===== config.mk =====
export PLATFORM = sky130hd
export DESIGN_NAME = scf_ram
export DESIGN_NICKNAME = d
export VERILOG_FILES = /design/src/rtl/scf_ram.sv
export SDC_FILE = /design/constraint.sdc
export NUM_CORES = 2
export LEC_CHECK = 0
export ABC_CLOCK_PERIOD_IN_PS = 4800
export BUFFER_PORTS_ARGS = -buffer_cell sky130_fd_sc_hd__buf_2
export CORE_MARGIN = 2
export CORE_UTILIZATION = 57
export DETAILED_ROUTE_END_ITERATION = 6
export HOLD_SLACK_MARGIN = 0.06
export PLACE_DENSITY_LB_ADDON = 0.2
export SLEW_MARGIN = 20
export SYNTH_ARGS = -nofsm -noshare
export SYNTH_HDL_FRONTEND = slang
export SYNTH_SLANG_ARGS = --single-unit

===== constraint.sdc =====
create_clock -name clock -period 4.8 [get_ports clock]
set_clock_uncertainty 0.2 [all_clocks]
set_input_delay 0.48 -clock clock [delete_from_list [all_inputs] [get_ports clock]]
set_output_delay 0.48 -clock clock [all_outputs]
set_load 0.02 [all_outputs]

===== src/rtl/scf_ram.sv =====
module scf_ram #(
   parameter int WIDTH = 32,
   parameter int DEPTH = 64
) (
   input  logic                                  clock,
   input  logic                                  wr_en,
   input  logic [(DEPTH > 1 ? $clog2(DEPTH) : 1)-1:0] wr_addr,
   input  logic [WIDTH-1:0]                      wr_data,
   input  logic [(DEPTH > 1 ? $clog2(DEPTH) : 1)-1:0] rd_addr,
   output logic [WIDTH-1:0]                      rd_data
);

   logic [WIDTH-1:0] mem_ff [DEPTH];
   logic [WIDTH-1:0] rd_data_ff;

   always_ff @(posedge clock) begin
      if (wr_en) begin
         mem_ff[wr_addr] <= wr_data;
      end
      rd_data_ff <= mem_ff[rd_addr];
   end

   assign rd_data = rd_data_ff;

endmodule


## Word level (Yosys, flattened, before mapping)

Memories as Yosys holds them, arrays and structs flattened. A register that Yosys moved wholly into a read port is not among the register bits.
Cells that the tools add are included.

| operators by class | value |
|---|---|
| multiplexer cells | 2 |

Operators by type and width:

| operator | number |
|---|---|
| 1-bit 2-to-1 mux | 2 |

| storage, ports and cells | value |
|---|---|
| register bits after elaboration | 0 |
| bits in writable memories | 2048 |
| bits of input ports | 46 |
| output and inout bits | 32 |
| logic and storage cells | 3 |
| memories kept | 1 |

Memory list:

| name | words | width | rd ports | clocked after memory_dff | write ports | RTL line | text |
|---|---|---|---|---|---|---|---|
| mem_ff | 64 | 32 | 1 | 1 | 1 | 13 | `logic [WIDTH-1:0] mem_ff [DEPTH];` |

## Logic depth before layout (Yosys ltp)

| logic depth | value |
|---|---|
| depth in word-level cells | 2 |
| depth in mapped cells | 10 |
| mapped depth without buffers | 5 |

## Worst setup path before layout

Ideal clock, no wire load.

| path | value |
|---|---|
| path type | input -> register |
| start point | input port wr_addr[3] (netlist bit) |
| end point | memory mem_ff[48][0] (enable) |
| library setup time | 461 ps |
| arrival | 3179 ps |
| data required time | 4139 ps |
| setup slack | 960 ps |
| stages | 4 |
| path buffers | 1 |
| cell sequence | clkbuf_1 > nor2b_1 > nand4b_1 > nor3_1 |

RTL lines:

| item | RTL line | text |
|---|---|---|
| start: declaration | 7 | `input logic [(DEPTH > 1 ? $clog2(DEPTH) : 1)-1:0] wr_addr,` |
| end: declaration | 13 |  |

Straight into the memory's write port.

## Worst setup path after layout

| path | value |
|---|---|
| start point | input port wr_addr[1] (netlist bit) |
| end point | memory mem_ff[31][3] (enable) |

Straight into the memory's write port.

==> results.cfg <==
[floorplan]
start_util_pct = 57.25
rows = 136
die-height_um = 375.1
dieArea_mm2 = 0.1407
core_area_mm2 = 0.1372
ios = 78
die_x_um = 375.1

[global_route]
antenna_found_initial = 24
grt_pass1_wl_um = 287100
gr-total-overflow = 0
grt_usage_pct = 29.51
grt_max_degree = 65
grt_pass1_vias = 37730

[final_layout]
layout.area.seq_mm2 = 0.06214
multi_input_area_mm2 = 0.01597
final_util_pct = 65.02
final_common_cell = edfxtp_1
areaGrowthSynthToFinish_pct = 13.58
final_nets = 3661
stdcell_count = 5592
nFillCells = 8687
layout-drive-gt1-share_pct = 31.00
layout_common_cells = edfxtp_1, mux4_2, clkbuf_16

[place]
port_buffers = 77
placed_cells = 5202
routabilityCongestion = 0.8739
pre_cts_ws_ns = 0.8242
hpwlAfterDp_um = 119900

[timing]
period_needed_ns = 3.347
setup_ws_ns = 1.453
setup_viol = 0
slew_viol_final = 0
tns_ns = 0
grt_setup_unrepaired = no
slew_headroom_pct = 25.37
finalCritPeriodShare_pct = 69.73
worstMarginPinSlew_ns = 1.117
fmax_mhz = 298.8
hold_viol = 0

[routing]
routed_wl_um = 203700
ant_nets = 0
drt-pass1-iter-count = 7
drc = 13
vias = 38200
vias_per_cell = 6.831
post_drt_wl_per_cell_um = 36.44
drt_iter0_drc = 5809

[clock_network]
clk_latency_ns = 0.84
cts_tree = built
ctsHoldBuffers = 4
path_clk_slew_ns = 0.06
numCtsBuffers = 200
clock_path_buffers = 3
post-cts-setup-buffer-count = 0
post_cts_resize_count = 0
clockRootBuffer = clkbuf_16
htree_levels = 4
clkSinkCount = 2080

[critical_path]
crit_path_end_kind = flop
critPathLaunchType = primary input
cp_data_required_time_ns = 5.13
cp.arrival_ns = 3.68
path_max_fanout = 23
critPathKind = primary input to flop
critPathLaunch = wr_addr[1]
r2r-start = mem_ff[55][18]

[synthesis]
synthCells = 3324
synth_cell_types = 34
syn-num-nets = 3370
ys_seq_elements = 2080
synth-async-reset-ratio_pct = 0
ys_seq_area_share_pct = 79.14
synth_area_per_cell_um2 = 23.62
synth-edff-count = 2048
synthesis.area_mm2 = 0.07852
yosys_warnings = 0
synthFlopType = edfxtp_1

[pwr]
p_leak_uw = 0.02800
peakVddDrop_uv = 349.6
pwr_density_cell_mw_per_mm2 = 427.5

[min_path]
hp-start = wr_data[4]
hold_path.class = primary input to flop

[flow_run]
drv_cap = 0

[run_status]
status = complete, but fails checks
violations = design-rule violations
## metrics by stage
step	hold slack (ns)	total power [µW]	cell area, µm²
3_3_place_gp	0.5522	22530	82410
3_5_place_dp	0.5665	22580	82410
4_1_cts	0.08012	38250	89150
6_report	0.1162	38120	89180
2_1_floorplan	0.3789	21550	78520
5_1_grt	0.1334	39040	89170
## metal layers
layer,up-vias,track usage (%),wire (µm)
met5,-,0,161
met4,22,8.441,5406
met3,326,7.094,25290
met2,2543,44.43,95380
met1,20430,43.98,77510
li1,14880,-,-
## synth_stat cells (12+ instances only)
cell      instances  share of area [%]
o221ai_1         27               0.30
buf_4            25               0.24
mux2i_1          93                1.2
edfxtp_1       2048                 78
dfxtp_1          32               0.82
mux4_2          544                 16
o22ai_1          84               0.67
buf_1            21               0.10
a22oi_1          12               0.11
clkbuf_1         74               0.35
nand2_1          26               0.12
a21oi_1          62               0.40
buf_2            57               0.36
nor2b_1          15               0.12
nor2_1          137               0.65
## critical path, stage by stage
cell and delay, ns:
dlygate4sd3_1 0.64, buf_2 0.29, nand4_1 0.72, nor2_4 1.15, buf_4 0.37
## cells by family (layout without fill, tap and decap cells)
| kind of cell | after synthesis | in the layout | synth area share (%) |
|---|---|---|---|
| compound gates | 202 | 202 | 1.673 |
| buf+inv | 182 | 648 | 1.128 |
| other cells | 0 | 8 | 0 |
| flops | 2080 | 2080 | 79.14 |
| simple gates | 223 | 223 | 1.265 |
| mux | 637 | 637 | 16.79 |
## registers in the layout, indices dropped and copies added (netlist names)
register / count
mem_ff: 2048
rd_data: 32
## worst paths after layout
kind	to	slack (ns)	depth (start not counted)
worst max-delay path	mem_ff[31][3]	1.45	5
worst min-delay path	mem_ff[34][4]	0.12	2
worst max register to register	rd_data[18]	2.17	5
worst min register to register	rd_data[17]	0.59	4
## where the power goes
part           leakage [µW]  switching (µW)  internal, µW
Combinational       0.00605            1280           698
Sequential           0.0187             123         20100
Clock               0.00326            6720          9190
Total                0.0280            8130         30000
## area by class of cell
cell class / instances / share of cell area [%]
Clock inverter: 123 / 1.470
Timing Repair Buffer: 271 / 2.371
Tap cell: 1794 / 2.517
Antenna cell: 8 / 0.02245
Clock buffer: 254 / 6.033
Multi-Input combinational cell: 1062 / 17.91
Sequential cell: 2080 / 69.68
No activity file was read; power rests on OpenSTA's default activity.
