===== src/rtl/scf_pkg.sv =====
package scf_pkg;

   localparam int DATA_WIDTH = 32;
   localparam int Q_FRAC = 16;
   localparam int DIVIDEND_WIDTH = 48;
   localparam int REM_WIDTH = 34;
   localparam int DIV_STEPS = 48;
   localparam int ROOT_STEPS = 24;

   localparam logic [1:0] OP_WRITE  = 2'd0;
   localparam logic [1:0] OP_FACTOR = 2'd1;
   localparam logic [1:0] OP_READ   = 2'd2;
   localparam logic [1:0] OP_NOP    = 2'd3;

   localparam logic [1:0] ST_OK           = 2'd0;
   localparam logic [1:0] ST_NOT_PD       = 2'd1;
   localparam logic [1:0] ST_RANGE        = 2'd2;
   localparam logic [1:0] ST_NOT_FACTORED = 2'd3;

   localparam logic CSR_ORDER = 1'b0;
   localparam logic CSR_SCALE = 1'b1;

   typedef enum logic [4:0] {
      S_IDLE, S_READ, S_CLEAR, S_ROW, S_RDA, S_RDB, S_MULG, S_ACC,
      S_SRD, S_SMUL, S_SSAT, S_DIFF, S_DEC, S_GRD, S_GDATA, S_WAIT, S_DONE
   } state_type;

   typedef struct packed {
      logic start;
      logic root;
   } ds_cmd_type;

   function automatic logic signed [DATA_WIDTH-1:0] sat65(input logic signed [64:0] x);
      logic signed [64:0] hi;
      logic signed [64:0] lo;
      hi = 65'sd2147483647;
      lo = -65'sd2147483648;
      if (x > hi) return hi[DATA_WIDTH-1:0];
      else if (x < lo) return lo[DATA_WIDTH-1:0];
      else return x[DATA_WIDTH-1:0];
   endfunction

endpackage


===== src/rtl/scf_divsqrt.sv =====
module scf_divsqrt (
   input  logic                                   clock,
   input  logic                                   reset,
   input  scf_pkg::ds_cmd_type                    cmd,
   input  logic [scf_pkg::DIVIDEND_WIDTH-1:0]     operand,
   input  logic [scf_pkg::DATA_WIDTH-1:0]         divisor,
   output logic                                   done,
   output logic [scf_pkg::DIVIDEND_WIDTH-1:0]     result
);

   localparam int W = scf_pkg::DIVIDEND_WIDTH;
   localparam int R = scf_pkg::REM_WIDTH;

   logic [W-1:0]  work_ff, work_in;
   logic [W-1:0]  quo_ff, quo_in;
   logic [R-1:0]  rem_ff, rem_in;
   logic [scf_pkg::DATA_WIDTH-1:0] div_ff, div_in;
   logic [5:0]    cnt_ff, cnt_in;
   logic          busy_ff, busy_in;
   logic          root_ff, root_in;
   logic          done_ff, done_in;
   logic [R-1:0]  cand;
   logic [R-1:0]  sub;
   logic [R:0]    diff;
   logic          ge;

   always_comb begin
      cand = root_ff ? {rem_ff[R-3:0], work_ff[W-1:W-2]} : {rem_ff[R-2:0], work_ff[W-1]};
      sub  = root_ff ? {quo_ff[R-3:0], 2'b01} : {2'b00, div_ff};
      diff = {1'b0, cand} - {1'b0, sub};
      ge   = !diff[R];
   end

   always_comb begin
      work_in = work_ff;
      quo_in  = quo_ff;
      rem_in  = rem_ff;
      div_in  = div_ff;
      cnt_in  = cnt_ff;
      busy_in = busy_ff;
      root_in = root_ff;
      done_in = 1'b0;
      if (cmd.start) begin
         work_in = operand;
         quo_in  = '0;
         rem_in  = '0;
         div_in  = divisor;
         root_in = cmd.root;
         cnt_in  = cmd.root ? 6'(scf_pkg::ROOT_STEPS - 1) : 6'(scf_pkg::DIV_STEPS - 1);
         busy_in = 1'b1;
      end else if (busy_ff) begin
         rem_in  = ge ? diff[R-1:0] : cand;
         quo_in  = {quo_ff[W-2:0], ge};
         work_in = root_ff ? {work_ff[W-3:0], 2'b00} : {work_ff[W-2:0], 1'b0};
         cnt_in  = cnt_ff - 6'd1;
         if (cnt_ff == 6'd0) begin
            busy_in = 1'b0;
            done_in = 1'b1;
         end
      end
   end

   always_ff @(posedge clock) begin
      if (reset) begin
         busy_ff <= 1'b0;
         done_ff <= 1'b0;
      end else begin
         busy_ff <= busy_in;
         done_ff <= done_in;
      end
      work_ff <= work_in;
      quo_ff  <= quo_in;
      rem_ff  <= rem_in;
      div_ff  <= div_in;
      cnt_ff  <= cnt_in;
      root_ff <= root_in;
   end

   assign done   = done_ff;
   assign result = quo_ff;

endmodule


===== config.mk =====
export PLATFORM = sky130hd
export DESIGN_NAME = scf_divsqrt
export DESIGN_NICKNAME = d
export VERILOG_FILES = /design/src/rtl/scf_pkg.sv /design/src/rtl/scf_divsqrt.sv
export SDC_FILE = /design/constraint.sdc
export NUM_CORES = 1
export LEC_CHECK = 0
export BUFFER_PORTS_ARGS = -buffer_cell sky130_fd_sc_hd__buf_4
export CAP_MARGIN = 10
export CELL_PAD_IN_SITES_DETAIL_PLACEMENT = 0
export CELL_PAD_IN_SITES_GLOBAL_PLACEMENT = 1
export CORE_MARGIN = 2
export CORE_UTILIZATION = 45
export DETAILED_ROUTE_END_ITERATION = 10
export PLACE_DENSITY = 0.77
export SETUP_SLACK_MARGIN = 0.1
export SYNTH_ARGS = -nofsm -noshare
export SYNTH_HDL_FRONTEND = slang
export SYNTH_SLANG_ARGS = --single-unit

===== constraint.sdc =====
create_clock -name clock -period 8.2 [get_ports clock]
set_clock_uncertainty 0.05 [all_clocks]
set_input_delay 1.23 -clock clock [delete_from_list [all_inputs] [get_ports clock]]
set_output_delay 1.23 -clock clock [all_outputs]
set_load 0.05 [all_outputs]

== Yosys cells after proc, flatten, opt, wreduce, memory -nomap -nowiden ==
Cells that the tools add are included.

* Output and inout port bits: 49
* Input bits: 84
* Bits in registers: 170
* Word-level logic and storage cells: 28

* Muxes and demuxes: 13
* Bitwise operators: 1
* Reductions and logical operators: 4
* Add/subtract/negate cells: 2

{| class="wikitable"
|+ Operators by type and width
! operator !! number
|-
| 48-bit two-way mux || 3
|-
| 34-bit two-way mux || 2
|-
| 34-bit by 34-bit subtractor with 35-bit output || 1
|-
| 33-bit two-way mux || 1
|-
| 6-bit two-way mux || 3
|-
| 6-bit logical NOT || 1
|-
| 6-bit by 1-bit subtractor with 6-bit output (second input constant) || 1
|-
| 1-bit two-way mux || 4
|-
| 3-bit OR reduction || 1
|-
| 2-bit nonzero test || 1
|-
| 1-bit logical NOT || 1
|-
| 1-bit NOT || 1
|}

== Depth between registers and ports, before layout ==
Gate-level depths: netlist of run 1.

* Depth in word-level cells: 4
* Mapped depth: 18
* Mapped depth without buffers: 12

== Worst setup path after synthesis of run 1 ==
Ideal clock, no wire load.

* Path type: flip-flop to flip-flop
* Start point: register root_ff
* End point: register rem_ff[29]
* Stages on the path, launching flop included: 18
* Slack: 4.366 ns
* Library setup time: 0.068 ns
* Data required time: 8.082 ns
* Clock period less this slack: 3.834 ns
* Data arrival time: 3.717 ns
* Path buffers: 5
* Path through: edfxtp_1 > clkbuf_1 > buf_1 > clkbuf_1 > buf_2 > or2_2 > ha_1 > fa_1 > nand2b_1 > a21oi_2 > nor2_2 > o21ai_4 > a211oi_2 > o21a_1 > buf_6 > or3_1 > mux2_2 > a21oi_2

* Word-level cells in the longest chain between the ends: 3
* Elaborated cells on any way between the ends: 4
* Classes of those cells: add/sub (1); mux (3)

{| class="wikitable"
|+ Ends and longest elaborated chain
! item !! RTL line !! source
|-
| start, declared || scf_divsqrt.sv:20 || <nowiki>logic root_ff, root_in;</nowiki>
|-
| start signal, assigned || scf_divsqrt.sv:76 || <nowiki>root_ff <= root_in;</nowiki>
|-
| 34-bit two-way mux, on equally long branches || scf_divsqrt.sv:28, scf_divsqrt.sv:29 ||
|-
| 34-bit by 34-bit subtractor with 35-bit output || scf_divsqrt.sv:30 || <nowiki>diff = {1'b0, cand} - {1'b0, sub};</nowiki>
|-
| 33-bit two-way mux * || scf_divsqrt.sv:52 || <nowiki>rem_in = ge ? diff[R-1:0] : cand;</nowiki>
|-
| end signal, assigned || scf_divsqrt.sv:73 || <nowiki>rem_ff <= rem_in;</nowiki>
|-
| end, declared || scf_divsqrt.sv:16 || <nowiki>logic [R-1:0] rem_ff, rem_in;</nowiki>
|}

Mark *: on every way between the ends. The rest lies on a longest branch, timed or not.
A chain may end at the register's enable or synchronous reset.

== Worst setup path after layout of run 1 ==
* Start point: register root_ff
* End point: register rem_ff[20]

The elaborated chain is that of the path after synthesis.

==> results.sh, run 1 <==
export IMPL_maxSlewViolCount=0
export IMPL_synth_area_leader_cell="edfxtp_1"
export IMPL_vias=7046
export IMPL_rsz0062_at_grt="no"
export IMPL_grt_pass1_wl_mm=34.5
export IMPL_die_h_microns=149
export IMPL_crit_path_end_kind="flip-flop"
export IMPL_pin_count=133
export IMPL_final_common_cell="buf_4"
export IMPL_dpl_hpwl_mm=14.6
export IMPL_clkPwrFrac_pct=28.6
export IMPL_crit_required_ns=8.49
export IMPL_htreeDepth=4
export IMPL_whs_ns=0.451
export IMPL_die_w_microns=149
export IMPL_start_util_pct=45.5
export IMPL_reg2reg_depth=14
export IMPL_clk_insertion_delay_late_ns=0.43
export IMPL_cellPowerDensity_nw_per_um2=241
export IMPL_seq_area_frac_synth_pct=45.0
export IMPL_period_share_pct=57.7
export IMPL_cp_max_fo=41
export IMPL_yosys_area_share_simple_pct=12.7
export IMPL_gp_congestion=0.920
export IMPL_ys_async_sr_fraction_pct=0
export IMPL_synth_nets=1072
export IMPL_worstHoldPathType="reg -> reg"
export IMPL_cts_setup_buffers=0
export IMPL_clock_sinks=170
export IMPL_ys_flop_type="edfxtp_1"
export IMPL_yosys_register_bits=170
export IMPL_grt_max_degree=94
export IMPL_final_cell_mix="buf_4, mux2i_1, nand2_1"
export IMPL_synth_compound_area_share_pct=14.1
export IMPL_worstSetupPathType="reg -> reg"
export IMPL_cts_resized=0
export IMPL_drtIter0Drc=518
export IMPL_synthMuxAreaShare_pct=17.5
export IMPL_wl_mm=20.9
export IMPL_power_frac_comb_pct=33.5
export IMPL_routedWlPerCell_microns=15.5
export IMPL_cts_made_buffers=17
export IMPL_r2r_end="rem_ff[20]$_SDFFE_PP0P_"
export IMPL_n_fill_cell=1946
export IMPL_viasPerCell=5.24
export IMPL_postCtsHoldBufs=0
export IMPL_synthXorXnorAreaFrac_pct=2.67
export IMPL_finalSetupViolCount=0
export IMPL_multi_input_area_sq_um=4920
export IMPL_min_from="rem_ff[17]$_SDFFE_PP0P_"
export IMPL_maxCapViolCount=0
export IMPL_clock_fmax_mhz=211
export IMPL_finalHoldViolCount=0
export IMPL_die_area_sq_um=22300
export IMPL_port_buffers=132
export IMPL_hold_path_end="rem_ff[17]$_SDFFE_PP0P_"
export IMPL_slew_headroom_pct=45.9
export IMPL_ys_warnings_count=0
export IMPL_grt_antenna_before_repair=0
export IMPL_synth_area_leaders="edfxtp_1, dfxtp_1, mux2i_1"
export IMPL_p_switching_w=0.000959
export IMPL_switching_share_pct=35.4
export IMPL_synth_fa_ha_area_share_pct=4.82
export IMPL_synth_edf_count=87
export IMPL_track_usage_pct=19.0
export IMPL_clk_pin_slew_ns=0.07
export IMPL_sequentialPowerShare_pct=37.8
export IMPL_vdd_drop_max_mv=0.114
export IMPL_synthCells=952
export IMPL_root_buffer="clkbuf_16"
export IMPL_layout_drive_gt1_share_pct=20.8
export IMPL_worst_pin_slew_ns=0.812
export IMPL_fin_crit_ns=4.73
export IMPL_syn_cell_area_sq_um=9500
export IMPL_grt_pass1_vias=6869
export IMPL_clockBufferDepth=2
export IMPL_nets=1176
export IMPL_drc=0
export IMPL_p_int_w=0.00175
export IMPL_rrSetupSlack_ns=3.47
export IMPL_area_growth_pct=18.3
export IMPL_grt_overflow_total=0
export IMPL_cts_tree="yes"
export IMPL_regArea_sq_um=4280
export IMPL_ant_nets=0
export IMPL_num_antenna_cells=0
export IMPL_first_pass_iters=4
export IMPL_synth_area_per_cell_sq_um=9.98
export IMPL_core_area_sq_um=20900
export IMPL_regToRegStartpoint="root_ff$_DFFE_PP_"
export IMPL_hold_path_depth=2
export IMPL_status="complete, no violations"
export IMPL_placementRows=53
export IMPL_synth_top_area_share_pct=27.5
export IMPL_synth_cell_types=68
export IMPL_cp_start_kind="flip-flop"
export IMPL_critPathArrivalTime_ns=5.02
export IMPL_final_setup_tns_ns=0
export IMPL_leakage_nw=4.72
export IMPL_synth_top_family_by_area="multiplexers"
## how the worst max path moves through the flow
stage / from / endpoint / depth (start not counted)
finish: root_ff$_DFFE_PP_ / rem_ff[20]$_SDFFE_PP0P_ / 14
global placement: root_ff$_DFFE_PP_ / rem_ff[17]$_SDFFE_PP0P_ / 14
global route: root_ff$_DFFE_PP_ / rem_ff[22]$_SDFFE_PP0P_ / 13
floorplan: root_ff$_DFFE_PP_ / rem_ff[29]$_SDFFE_PP0P_ / 17
CTS: root_ff$_DFFE_PP_ / rem_ff[20]$_SDFFE_PP0P_ / 14
detailed placement: root_ff$_DFFE_PP_ / rem_ff[20]$_SDFFE_PP0P_ / 14
## cell usage after synthesis (5+ instances only)
cell,instances
a211oi_1,9
a21o_1,11
a21oi_1,47
a311oi_1,18
and3_1,6
buf_2,12
clkbuf_1,35
dfxtp_1,83
edfxtp_1,87
ha_1,35
inv_1,15
mux2_2,32
mux2i_1,130
nand2_1,112
nand2b_1,13
nand3_1,9
nand4_1,7
nor2_1,99
nor3_1,8
o21a_1,8
o21ai_0,66
o21bai_1,6
o31ai_1,5
xnor2_1,15
xor2_1,14
## metal layers
layer	global-route usage [%]	vias up	part of all wire, %
li1	-	3672	-
met1	26.3	3210	48
met2	30.2	147	46
met3	5.20	17	4.9
met4	3.76	0	0.92
met5	0	-	0
## kinds of logic after synthesis
kind of cell	after synthesis
flops	170
compound gates	205
fa+ha+maj	36
buf+inv	72
xor+xnor	29
simple gates	278
mux	162
## layout make-up
type	instances	area share [%]
Inverter	16	0.535
Timing Repair Buffer	141	9.46
Tap cell	275	3.06
Sequential cell	170	38.1
Clock buffer	18	3.82
Clock inverter	14	1.23
Multi-Input combinational cell	710	43.8
## flip-flops by register name, summed over array words and instances (netlist names)
name and count:
busy_ff 1, cnt_ff 6, div_ff 32, done 1
rem_ff 33, result 48, root_ff 1, work_ff 48
## worst max-delay path, stage by stage (launching register included)
cell and delay, ns:
edfxtp_1 0.34, buf_4 0.49, buf_4 0.60, mux2_2 0.42, ha_1 0.37, o21a_1 0.24, o21a_2 0.22, nand3_2 0.09
o21ai_4 0.07, a211oi_2 0.36, o21a_1 0.55, buf_4 0.37, a21o_1 0.15, a21oi_1 0.04, nor3_1 0.19
## metrics by stage
step           area (sq um)  utilization, %  power [W]  instances  worst slack (ns)
3_3_place_gp          10700            51.1    0.00195       1312              3.56
4_1_cts               11200            53.8    0.00273       1344              3.44
6_report              11200            53.8    0.00271       1344              3.47
3_5_place_dp          10700            51.1    0.00195       1312              3.47
2_1_floorplan          9500               -    0.00174        952              4.37
5_1_grt               11200            53.8    0.00288       1344              3.09
## power by group through the flow
stage	logic [W]	registers [W]	clock network, W
floorplan	0.000715	0.00103	0
CTS	0.000911	0.00102	0.000795
finish	0.000907	0.00102	0.000775
global placement	0.000907	0.00104	0
global route	0.00101	0.00103	0.000827
detailed placement	0.000905	0.00104	0
Note: power is estimated with default switching activity, not from simulation.
==> inputs of run 2 (changes only) <==
- clock period: 8.2 -> 4.8 ns (I/O delays scaled with it)
==> results.sh, run 2 (synthesis results as in run 1) <==
export IMPL_maxSlewViolCount=0
export IMPL_cp_max_fo=30
export IMPL_grt_pass1_vias=6886
export IMPL_first_pass_iters=5
export IMPL_design_area_sq_um=11300
export IMPL_worst_pin_slew_ns=0.827
export IMPL_layout_drive_gt1_share_pct=20.9
export IMPL_rsz0062_at_grt="no"
export IMPL_vias=7119
export IMPL_critPathArrivalTime_ns=4.13
export IMPL_viasPerCell=5.29
export IMPL_finalSetupViolCount=0
export IMPL_cp_start_kind="flip-flop"
export IMPL_cellPowerDensity_nw_per_um2=413
export IMPL_cts_made_buffers=17
export IMPL_cts_resized=0
export IMPL_regArea_sq_um=4280
export IMPL_maxCapViolCount=0
export IMPL_critPathBufInv=2
export IMPL_timing_critical_path_mode_cell="a21oi_1"
export IMPL_start_util_pct=45.5
export IMPL_worstSetupPathType="reg -> reg"
export IMPL_pin_count=133
export IMPL_final_cell_mix="buf_4, mux2i_1, nand2_1"
export IMPL_placementRows=53
export IMPL_cpPeakStageDelay_ns=0.44
export IMPL_htreeDepth=4
export IMPL_cts_setup_buffers=0
export IMPL_crit_path_end_kind="flip-flop"
export IMPL_final_common_cell="buf_4"
export IMPL_core_area_sq_um=20900
export IMPL_grt_overflow_total=0
export IMPL_m1WireLength_mm=9.98
export IMPL_n_fill_cell=1953
export IMPL_whs_ns=0.398
export IMPL_critical_path_endpoint="rem_ff[30]$_SDFFE_PP0P_"
export IMPL_finalHoldViolCount=0
export IMPL_clkPwrFrac_pct=28.5
export IMPL_leakage_nw=4.74
export IMPL_ant_nets=0
export IMPL_period_share_pct=80.9
export IMPL_port_buffers=132
export IMPL_vdd_drop_max_mv=0.213
export IMPL_drtIter0Drc=382
export IMPL_die_w_microns=149
export IMPL_root_buffer="clkbuf_16"
export IMPL_top_layer="met4"
export IMPL_p_int_w=0.00300
export IMPL_dpl_hpwl_mm=14.7
export IMPL_rrSetupSlack_ns=0.92
export IMPL_num_antenna_cells=0
export IMPL_clk_pin_slew_ns=0.07
export IMPL_gp_congestion=0.886
export IMPL_r2r_end="rem_ff[30]$_SDFFE_PP0P_"
export IMPL_switching_share_pct=35.4
export IMPL_area_growth_pct=18.5
export IMPL_path_cells="buf_4 -> mux2_2 -> ha_1 -> a21oi_1 -> o21ai_0 -> a21oi_1 -> nor2_1 -> a211oi_1 -> o21a_1 -> buf_4 -> a21oi_1 -> a221oi_1 -> nor3_1"
export IMPL_place_area_sq_um=10700
export IMPL_clk_insertion_delay_late_ns=0.43
export IMPL_die_h_microns=149
export IMPL_drc=0
export IMPL_crit_cells=13
export IMPL_clock_fmax_mhz=258
export IMPL_crit_path_start="root_ff$_DFFE_PP_"
export IMPL_wl_mm=21.0
export IMPL_multi_input_area_sq_um=4920
export IMPL_slowest_stage="edfxtp_1"
export IMPL_power_w=0.00465
export IMPL_cts_tree="yes"
export IMPL_reg2reg_depth=13
export IMPL_postCtsHoldBufs=0
export IMPL_met2_length_mm=9.67
export IMPL_status="complete, no violations"
export IMPL_final_setup_tns_ns=0
export IMPL_grt_antenna_before_repair=0
export IMPL_power_frac_comb_pct=33.9
export IMPL_met3WireLength_mm=1.10
export IMPL_grt_max_degree=133
export IMPL_routedWlPerCell_microns=15.6
export IMPL_crit_required_ns=5.05
export IMPL_regToRegStartpoint="root_ff$_DFFE_PP_"
export IMPL_die_area_sq_um=22300
export IMPL_fin_crit_ns=3.88
export IMPL_worstHoldPathType="in -> reg"
export IMPL_sequentialPowerShare_pct=37.6
export IMPL_clock_sinks=170
export IMPL_clockBufferDepth=2
export IMPL_track_usage_pct=19.1
export IMPL_nets=1178
export IMPL_cpLargestDelayFamily="compound AO/OA/AOI/OAI gates"
export IMPL_slew_headroom_pct=44.9
export IMPL_p_switching_w=0.00165
export IMPL_grt_pass1_wl_mm=34.3
==> run 2: cell count changes in the layout (fill, tap and decap cells not counted), sizes merged <==
cell / before / now
buf: 141 / 143
clkinv: 5 / 6
clkinvlp: 4 / 3
==> run 2: how the worst min path moves through the flow <==
stage,from,endpoint,slack (ns),depth (start not counted)
global route,reset,busy_ff$_SDFF_PP0_,0.38,2
CTS,reset,busy_ff$_SDFF_PP0_,0.37,2
finish,reset,busy_ff$_SDFF_PP0_,0.40,2
detailed placement,rem_ff[17]$_SDFFE_PP0P_,rem_ff[17]$_SDFFE_PP0P_,0.43,2
global placement,rem_ff[17]$_SDFFE_PP0P_,rem_ff[17]$_SDFFE_PP0P_,0.43,2
floorplan,rem_ff[17]$_SDFFE_PP0P_,rem_ff[17]$_SDFFE_PP0P_,0.41,2
==> run 2: power groups by stage <==
stage | combinational [W] | clock (W) | sequential [W]
after floorplan | 0.00122 | 0 | 0.00175
after global placement | 0.00158 | 0 | 0.00178
after detailed placement | 0.00158 | 0 | 0.00178
after CTS | 0.00159 | 0.00137 | 0.00175
after global routing | 0.00176 | 0.00142 | 0.00177
final | 0.00158 | 0.00133 | 0.00175
==> run 2: metrics by stage <==
step                      setup slack, ns  instances  utilization [%]
after floorplan                     0.966        952                -
after global placement               1.00       1314             51.2
after detailed placement            0.912       1314             51.2
after CTS                           0.895       1346             53.9
after global routing                0.646       1346             53.9
final                               0.917       1346             53.9
==> run 2: worst reg2reg max path: cells and delay by family (launching register included) <==
kind                     cells  cell delay, ns
buffers and inverters        2            0.67
multiplexers                 1            0.43
adder cells (fa/ha/maj)      1            0.39
flip-flops                   1            0.44
AND/OR/NAND/NOR              2            0.14
AO/OA/AOI/OAI                7            1.64
==> run 2: area by class of cell <==
type | instances | area share (%)
tap | 275 | 3.06
clock buffer | 18 | 3.81
sequential | 170 | 38.0
clock inverter | 14 | 1.20
timing repair buffer | 143 | 9.68
multi-input combinational | 710 | 43.7
inverter | 16 | 0.533
==> run 2: metal layers <==
| layer | GRT usage (%) | up-vias |
|---|---|---|
| met5 | 0 | - |
| met1 | 25.6 | 3288 |
| met2 | 30.7 | 146 |
| met3 | 4.74 | 13 |
| li1 | - | 3672 |
| met4 | 5.76 | 0 |
